==> src/hw/rtl/bsseq_pkg.sv <==
// shared types, tone tables and constants for the buzzer sound effect sequencer
package bsseq_pkg;

    typedef enum logic [1:0] {
        CMD_TICK = 2'd0,
        CMD_PLAY = 2'd1,
        CMD_STOP = 2'd2
    } cmd_t;

    localparam int NUM_EFFECTS = 8;
    localparam int MAX_TONES   = 5;

    localparam logic [3:0]  LAST_EFFECT_ID = 4'd8;
    localparam logic [2:0]  LAST_STEP      = 3'd4;
    localparam logic [8:0]  ELAPSED_MAX    = 9'd511;
    localparam logic [6:0]  VOLUME_RESET   = 7'd80;
    localparam logic [6:0]  VOLUME_MAX     = 7'd100;
    localparam logic [15:0] PERIOD_RESET   = 16'd999;
    localparam logic [15:0] COMPARE_RESET  = 16'd500;

    // floor(x / 100) = (x * DIV100_MUL) >> DIV100_SHIFT, exact for x below 2**20
    localparam logic [19:0] DIV100_MUL   = 20'd671089;
    localparam int          DIV100_SHIFT = 26;

    // timer reload values, 1000000 / freq - 1; zero marks a silent tone
    localparam logic [11:0] TONE_PERIOD [NUM_EFFECTS][MAX_TONES] = '{
        '{12'd1911, 12'd1516, 12'd1274, 12'd954,  12'd757 },
        '{12'd954,  12'd1274, 12'd1516, 12'd1911, 12'd0   },
        '{12'd1249, 12'd0,    12'd1665, 12'd0,    12'd0   },
        '{12'd1665, 12'd0,    12'd1249, 12'd0,    12'd0   },
        '{12'd1249, 12'd0,    12'd0,    12'd0,    12'd0   },
        '{12'd1665, 12'd0,    12'd0,    12'd0,    12'd0   },
        '{12'd3332, 12'd0,    12'd3332, 12'd0,    12'd3332},
        '{12'd999,  12'd0,    12'd999,  12'd0,    12'd0   }
    };

    localparam logic [8:0] TONE_MS [NUM_EFFECTS][MAX_TONES] = '{
        '{9'd300, 9'd300, 9'd100, 9'd100, 9'd100},
        '{9'd100, 9'd100, 9'd100, 9'd150, 9'd0  },
        '{9'd50,  9'd20,  9'd50,  9'd0,   9'd0  },
        '{9'd50,  9'd20,  9'd50,  9'd0,   9'd0  },
        '{9'd30,  9'd0,   9'd0,   9'd0,   9'd0  },
        '{9'd20,  9'd0,   9'd0,   9'd0,   9'd0  },
        '{9'd80,  9'd50,  9'd80,  9'd50,  9'd80 },
        '{9'd50,  9'd50,  9'd50,  9'd0,   9'd0  }
    };

    localparam logic [2:0] TONE_COUNT [NUM_EFFECTS] = '{
        3'd5, 3'd4, 3'd3, 3'd3, 3'd1, 3'd1, 3'd5, 3'd3
    };

    // steps past the end of the list read as silent
    function automatic logic [11:0] tone_period(input logic [2:0] eff, input logic [2:0] idx);
        logic [11:0] p;
        p = 12'd0;
        if (idx <= LAST_STEP) begin
            p = TONE_PERIOD[eff][idx];
        end
        return p;
    endfunction

    function automatic logic [8:0] tone_ms(input logic [2:0] eff, input logic [2:0] idx);
        logic [8:0] d;
        d = 9'd0;
        if (idx <= LAST_STEP) begin
            d = TONE_MS[eff][idx];
        end
        return d;
    endfunction

endpackage

==> src/hw/rtl/buzzer_sound_effect_sequencer.sv <==
// buzzer sound effect sequencer: tone tables, playback state and pwm settings
//
// One command per s_ transfer: tick (one millisecond), play an effect, or stop.
// Every accepted command yields exactly one m_ transfer that shows the pwm
// settings and playback status after that command.
// s_tdata: [1:0] cmd, [5:2] sound_id, upper bits zero.
// m_tdata: [0] output_enable, [16:1] period_count, [32:17] compare_count,
//          [33] busy_res, [37:34] active_sound, upper bits zero.
// cfg_wr_en / cfg_wr_data write volume_percent; values above 100 are stored as 100.
// The new volume applies from the next tone on, not to an effect's first tone.
// m_tvalid rises in the cycle after the s_ transfer, and one command is
// taken every cycle while m_ is not stalled: the state update is a single
// registered pass, and the volume product for the coming tone is held in a
// register so that the divide by 100 on a tone change is one constant multiply.
// Reset clears playback, loads period 999, compare 500, volume 80, and drops
// m_tvalid. While m_tvalid is high and m_tready low, s_tready is low and the
// result is held.
module buzzer_sound_effect_sequencer (
    input  logic        aclk,
    input  logic        aresetn,
    input  logic        cfg_wr_en,
    input  logic [6:0]  cfg_wr_data,
    input  logic        s_tvalid,
    output logic        s_tready,
    input  logic [7:0]  s_tdata,   // [1:0] cmd, [5:2] sound_id
    output logic        m_tvalid,
    input  logic        m_tready,
    output logic [39:0] m_tdata    // [0] output_enable, [16:1] period_count,
                                   // [32:17] compare_count, [33] busy_res,
                                   // [37:34] active_sound
);

    logic [6:0]  volume_reg,  volume_next;
    logic        playing_reg, playing_next;
    logic [3:0]  effect_reg,  effect_next;
    logic [2:0]  step_reg,    step_next;
    logic [8:0]  elapsed_reg, elapsed_next;
    logic [15:0] period_reg,  period_next;
    logic [15:0] compare_reg, compare_next;
    logic        enable_reg,  enable_next;
    logic        m_tvalid_reg, m_tvalid_next;
    logic [18:0] scaled_prod_reg, scaled_prod_next;

    logic        accept;
    logic [1:0]  cmd;
    logic [3:0]  sound_id;
    logic [3:0]  eff_full;
    logic [2:0]  eff;
    logic [2:0]  step_clamp;
    logic [2:0]  step_after;
    logic [8:0]  elapsed_inc;
    logic        advance;
    logic [11:0] after_period;
    logic [6:0]  vol_clamp;
    logic [6:0]  vol_src;
    logic [38:0] quot_prod;
    logic [15:0] scaled_compare;
    logic [3:0]  id_full;
    logic [11:0] first_period;

    assign cmd      = s_tdata[1:0];
    assign sound_id = s_tdata[5:2];
    assign s_tready = !m_tvalid_reg || m_tready;
    assign accept   = s_tvalid && s_tready;

    assign eff_full    = effect_reg - 4'd1;
    assign eff         = eff_full[2:0];
    assign step_clamp  = (step_reg > bsseq_pkg::LAST_STEP) ? bsseq_pkg::LAST_STEP : step_reg;
    assign step_after  = step_clamp + 3'd1;
    assign elapsed_inc = (elapsed_reg < bsseq_pkg::ELAPSED_MAX) ? elapsed_reg + 9'd1
                                                                  : elapsed_reg;
    assign advance     = elapsed_inc >= bsseq_pkg::tone_ms(eff, step_clamp);
    assign after_period = bsseq_pkg::tone_period(eff, step_after);

    // volume product for the tone that follows, bypassing a write in the same cycle
    assign vol_clamp        = (cfg_wr_data > bsseq_pkg::VOLUME_MAX) ? bsseq_pkg::VOLUME_MAX
                                                                     : cfg_wr_data;
    assign vol_src          = cfg_wr_en ? vol_clamp : volume_reg;
    assign scaled_prod_next = 19'(after_period) * 19'(vol_src);
    assign volume_next      = cfg_wr_en ? vol_clamp : volume_reg;

    assign quot_prod      = 39'(scaled_prod_reg) * 39'(bsseq_pkg::DIV100_MUL);
    assign scaled_compare = 16'(quot_prod[38:bsseq_pkg::DIV100_SHIFT]);

    assign id_full      = sound_id - 4'd1;
    assign first_period = bsseq_pkg::tone_period(id_full[2:0], 3'd0);

    always_comb begin
        playing_next  = playing_reg;
        effect_next   = effect_reg;
        step_next     = step_reg;
        elapsed_next  = elapsed_reg;
        period_next   = period_reg;
        compare_next  = compare_reg;
        enable_next   = enable_reg;
        m_tvalid_next = m_tvalid_reg;

        if (m_tready) begin
            m_tvalid_next = 1'b0;
        end

        if (accept) begin
            m_tvalid_next = 1'b1;
            case (cmd)
                bsseq_pkg::CMD_TICK: begin
                    if (playing_reg && (effect_reg inside {[4'd1:bsseq_pkg::LAST_EFFECT_ID]})) begin
                        elapsed_next = elapsed_inc;
                        if (advance) begin
                            if (step_after >= bsseq_pkg::TONE_COUNT[eff]) begin
                                enable_next  = 1'b0;
                                compare_next = 16'd0;
                                playing_next = 1'b0;
                                effect_next  = 4'd0;
                                step_next    = 3'd0;
                                elapsed_next = 9'd0;
                            end else begin
                                step_next    = step_after;
                                elapsed_next = 9'd0;
                                if (after_period == 12'd0) begin
                                    enable_next  = 1'b0;
                                    compare_next = 16'd0;
                                end else begin
                                    period_next  = 16'(after_period);
                                    compare_next = scaled_compare;
                                    enable_next  = 1'b1;
                                end
                            end
                        end
                    end else if (playing_reg) begin
                        enable_next  = 1'b0;
                        compare_next = 16'd0;
                        playing_next = 1'b0;
                        effect_next  = 4'd0;
                        step_next    = 3'd0;
                        elapsed_next = 9'd0;
                    end
                end
                bsseq_pkg::CMD_PLAY: begin
                    if (sound_id <= bsseq_pkg::LAST_EFFECT_ID) begin
                        enable_next  = 1'b0;
                        compare_next = 16'd0;
                        playing_next = 1'b0;
                        effect_next  = 4'd0;
                        step_next    = 3'd0;
                        elapsed_next = 9'd0;
                        if (sound_id != 4'd0) begin
                            playing_next = 1'b1;
                            effect_next  = sound_id;
                            if (first_period != 12'd0) begin
                                period_next  = 16'(first_period);
                                compare_next = 16'(first_period[11:1]);
                                enable_next  = 1'b1;
                            end
                        end
                    end
                end
                bsseq_pkg::CMD_STOP: begin
                    enable_next  = 1'b0;
                    compare_next = 16'd0;
                    playing_next = 1'b0;
                    effect_next  = 4'd0;
                    step_next    = 3'd0;
                    elapsed_next = 9'd0;
                end
                default: begin
                    // unused command code, state unchanged
                end
            endcase
        end
    end

    always_ff @(posedge aclk) begin
        if (!aresetn) begin
            volume_reg   <= bsseq_pkg::VOLUME_RESET;
            playing_reg  <= 1'b0;
            effect_reg   <= 4'd0;
            step_reg     <= 3'd0;
            elapsed_reg  <= 9'd0;
            period_reg   <= bsseq_pkg::PERIOD_RESET;
            compare_reg  <= bsseq_pkg::COMPARE_RESET;
            enable_reg   <= 1'b0;
            m_tvalid_reg <= 1'b0;
        end else begin
            volume_reg   <= volume_next;
            playing_reg  <= playing_next;
            effect_reg   <= effect_next;
            step_reg     <= step_next;
            elapsed_reg  <= elapsed_next;
            period_reg   <= period_next;
            compare_reg  <= compare_next;
            enable_reg   <= enable_next;
            m_tvalid_reg <= m_tvalid_next;
        end
    end

    always_ff @(posedge aclk) begin
        scaled_prod_reg <= scaled_prod_next;
    end

    assign m_tvalid = m_tvalid_reg;
    assign m_tdata  = {2'b00, effect_reg, playing_reg, compare_reg, period_reg, enable_reg};

    ap_busy_has_effect: assert property (@(posedge aclk) disable iff (!aresetn)
        playing_reg |-> (effect_reg != 4'd0 && effect_reg <= bsseq_pkg::LAST_EFFECT_ID))
        else $error("busy without a valid effect id");

    ap_idle_cleared: assert property (@(posedge aclk) disable iff (!aresetn)
        !playing_reg |-> (effect_reg == 4'd0 && step_reg == 3'd0 && elapsed_reg == 9'd0))
        else $error("idle with leftover playback state");

    ap_enable_needs_play: assert property (@(posedge aclk) disable iff (!aresetn)
        enable_reg |-> (playing_reg && compare_reg <= period_reg))
        else $error("output enabled while idle or duty above period");

    ap_volume_range: assert property (@(posedge aclk) disable iff (!aresetn)
        volume_reg <= bsseq_pkg::VOLUME_MAX)
        else $error("volume above 100");

    ap_hold_on_stall: assert property (@(posedge aclk) disable iff (!aresetn)
        (m_tvalid_reg && !m_tready) |=> $stable(m_tdata))
        else $error("result changed while stalled");

endmodule
==> config.mk <==
export PLATFORM = sky130hd
export DESIGN_NAME = buzzer_sound_effect_sequencer
export DESIGN_NICKNAME = d
export VERILOG_FILES = /design/src/hw/rtl/bsseq_pkg.sv /design/src/hw/rtl/buzzer_sound_effect_sequencer.sv
export SDC_FILE = /design/constraint.sdc
export NUM_CORES = 1
export LEC_CHECK = 0
export ABC_AREA = 1
export BUFFER_PORTS_ARGS = -buffer_cell sky130_fd_sc_hd__buf_4
export CORE_MARGIN = 3
export CORE_UTILIZATION = 60
export CTS_CLUSTER_SIZE = 30
export DETAILED_ROUTE_END_ITERATION = 10
export PLACE_DENSITY = 0.87
export SETUP_SLACK_MARGIN = 0.5
export SYNTH_ARGS = -nofsm -noshare
export SYNTH_HDL_FRONTEND = slang
export SYNTH_SLANG_ARGS = --single-unit
==> constraint.sdc <==
create_clock -name aclk -period 8.6 [get_ports aclk]
set_input_delay 2.58 -clock aclk [delete_from_list [all_inputs] [get_ports aclk]]
set_output_delay 2.58 -clock aclk [all_outputs]
set_load 0.05 [all_outputs]
==> results.md <==
- First-pass GRT wire length: 57.2 mm
- Pre-CTS setup slack: 860 ps
- F_max: 133 MHz
- Max reg flops: 19
- Initial antenna violation count: 0
- Slew Limit Fails: 0
- Flops & latches, synth: 70
- Vias: 11535
- CTS root buf: clkbuf_16
- Chip width: 156 um
- Max-Cap Viols: 0
- Outcome: completed
- Area contributors post-synth: fa_1 (26%), ha_1 (22%), inv_1 (11%)
- Startpoint Class: input pin
- Setup TNS: 0 ps
- Post-CTS Setup Inserts: 0
- Setup violations, final: 0
- Crit end category: register
- DR vias/cell: 5.58
- Die footprint: 0.0242 sq mm
- ANT nets after route: 0
- Initial Util: 61.4%
- WL/cell: 16.5 um
- Nets: 2211
- RSZ-0062 raised after global routing: false
- Synth area leader: fa_1
- # IOs: 62
- Worst skew pair latency: 340 ps
- Detailed Routing Iterations Pass 1: 6
- Post-CTS Resized: 0
- Post-synth top cells: inv_1 (408), nand2_1 (282), ha_1 (233)
- Avg Inst Size Synth: 7.72 sq um
- IO buf count: 50
- Unique masters post-synth: 42
- Share of cells above drive strength 1: 5.98%
- Sequential share of the synthesized area: 10.4%
- CTS Buf Count: 9
- Crit-path slowest cell: fa_1
- Max-slew headroom: 30.7%
- Mapped Cells: 1740
- Sink Count: 70
- Worst flop-to-flop path endpoint: scaled_prod_reg[18]
- Crit-path max FO: 9
- Min setup slack post-route: 1060 ps
- Depth of the worst register-to-register path: 30
- Reg clk slew, reported paths: 60 ps
- Hold crit path type: register to register
- # fillers: 1811
- Overflow left after global routing: 0
- CP startpoint: cfg_wr_data[0]
- Fin crit period: 7540 ps
- Synth async-reset ratio: 0%
- Dominant synthesized flop cell: dfxtp_1
- Detail Placement HPWL: 28.9 mm
- Syn Std Cell Area: 0.0134 sq mm
- Detailed Route WL: 34.2 mm
- Register-to-register setup slack: 1410 ps
- Crit Path Category: input pin to register
- Final hold violation count: 0
- Period utilization: 87.7%
- Hold-critical path depth: 2
- Req. time, crit path: 8830 ps
- Total Routing Usage GR: 29.0%
- Cts-stage hold buffer count: 0
- Count leader, synth: inv_1
- Post-synth EDFFs: 0
- RR Startpoint: step_reg[2]
- Crit-path max cell delay: 550 ps
- Ys Warns: 0
- Number of global-route vias before repair: 11919
- N_diodes: 0
- Core area: 0.0219 sq mm
- Yosys top cell area share: 25.9%
- Number of DRC markers in iteration 0: 833
- CTS tree: yes
- CP Capture Point: scaled_prod_reg[18]
- DRC viols: 0
- FP Rows: 54
- GPL Wtd Cong: 0.995
- Clock skew: 10.2 ps
- Largest net degree at the start of global routing: 30
- Arrival @ worst endpoint: 7770 ps
- H-tree depth: 3
- Layout area overhead: 7.03%
- DIE HEIGHT: 156 um
- Slew of the pin with the lowest slew margin: 1040 ps
- CTS Buffer Depth: 2
routing by layer:
| layer | share of wire [%] | vias up | track usage [%] |
|---|---|---|---|
| li1 | - | 5490 | - |
| met2 | 50 | 481 | 51.2 |
| met5 | 0 | - | 0 |
| met3 | 7.1 | 97 | 4.30 |
| met1 | 40 | 5467 | 36.6 |
| met4 | 3.4 | 0 | 10.0 |
cell type report:
type | count | area, sq um | share of cell area (%)
multi-input cells | 1231 | 10300 | 71.7
clock buffers | 11 | 253 | 1.76
flip-flops and latches | 70 | 1400 | 9.75
inverters | 417 | 1570 | 10.9
clock inverters | 5 | 81.3 | 0.566
repair buffers | 55 | 413 | 2.87
well taps | 280 | 350 | 2.44
cell usage in the layout (no fill, tap or decap), types with 2 or more instances in the layout:
master     instances
inv_1            408
nand2_1          282
ha_1             233
fa_1             174
nor2_1           156
a21oi_1           90
o21ai_0           73
dfxtp_1           70
nand3_1           60
buf_4             55
xor2_1            21
nand2_2           14
a31oi_1           11
a21o_1            11
o21ai_1           10
nand4_1           10
nor3_1            10
o211ai_1           9
conb_1             9
clkbuf_16          9
xnor2_1            7
o21bai_1           7
a211oi_1           6
inv_2              5
nand3_2            5
a22oi_1            5
clkinv_1           4
nor2_2             4
nor4_1             4
o21a_1             4
or2_2              3
nand3b_1           3
a21boi_0           2
nand2_4            2
clkbuf_8           2
bufinv_16          2
kinds of logic after synthesis:
group	share of synthesized area [%]
AOI/OAI and AO/OA	9.79
adders and majority gates	47.6
xor gates and xnor gates	1.83
buffers and inverters	13.0
and+or+nand+nor	17.3
other	0.0279
DFF	10.4
stage by stage:
step                      cell area (sq um)  utilization [%]  hold WS [ps]  instances
after detailed placement              14000             64.1           463       2053
final                                 14400             65.7           474       2069
after floorplan                       13500                -           465       1748
after global placement                14000             64.1           453       2053
after CTS                             14400             65.7           477       2069
after global routing                  14400             65.7           501       2069
critical path, delay by kind of cell:
family	cells	cell delay, ps
AND/OR/NAND/NOR	7	900
adder cells (fa/ha/maj)	5	2130
AO/OA/AOI/OAI	8	1450
buffers and inverters	6	710
worst min-delay path by stage:
stage               startpoint         endpoint  slack (ps)
3_3_place_gp   compare_reg[11]  compare_reg[11]         450
3_5_place_dp     period_reg[1]    period_reg[1]         460
6_report       compare_reg[11]  compare_reg[11]         470
5_1_grt          period_reg[1]    period_reg[1]         500
4_1_cts        compare_reg[11]  compare_reg[11]         480
2_1_floorplan      step_reg[1]      step_reg[1]         460
Power is left out: the tool's default activity adds up to more than one toggle a clock period on the data nets, which glitch-free logic cannot reach.
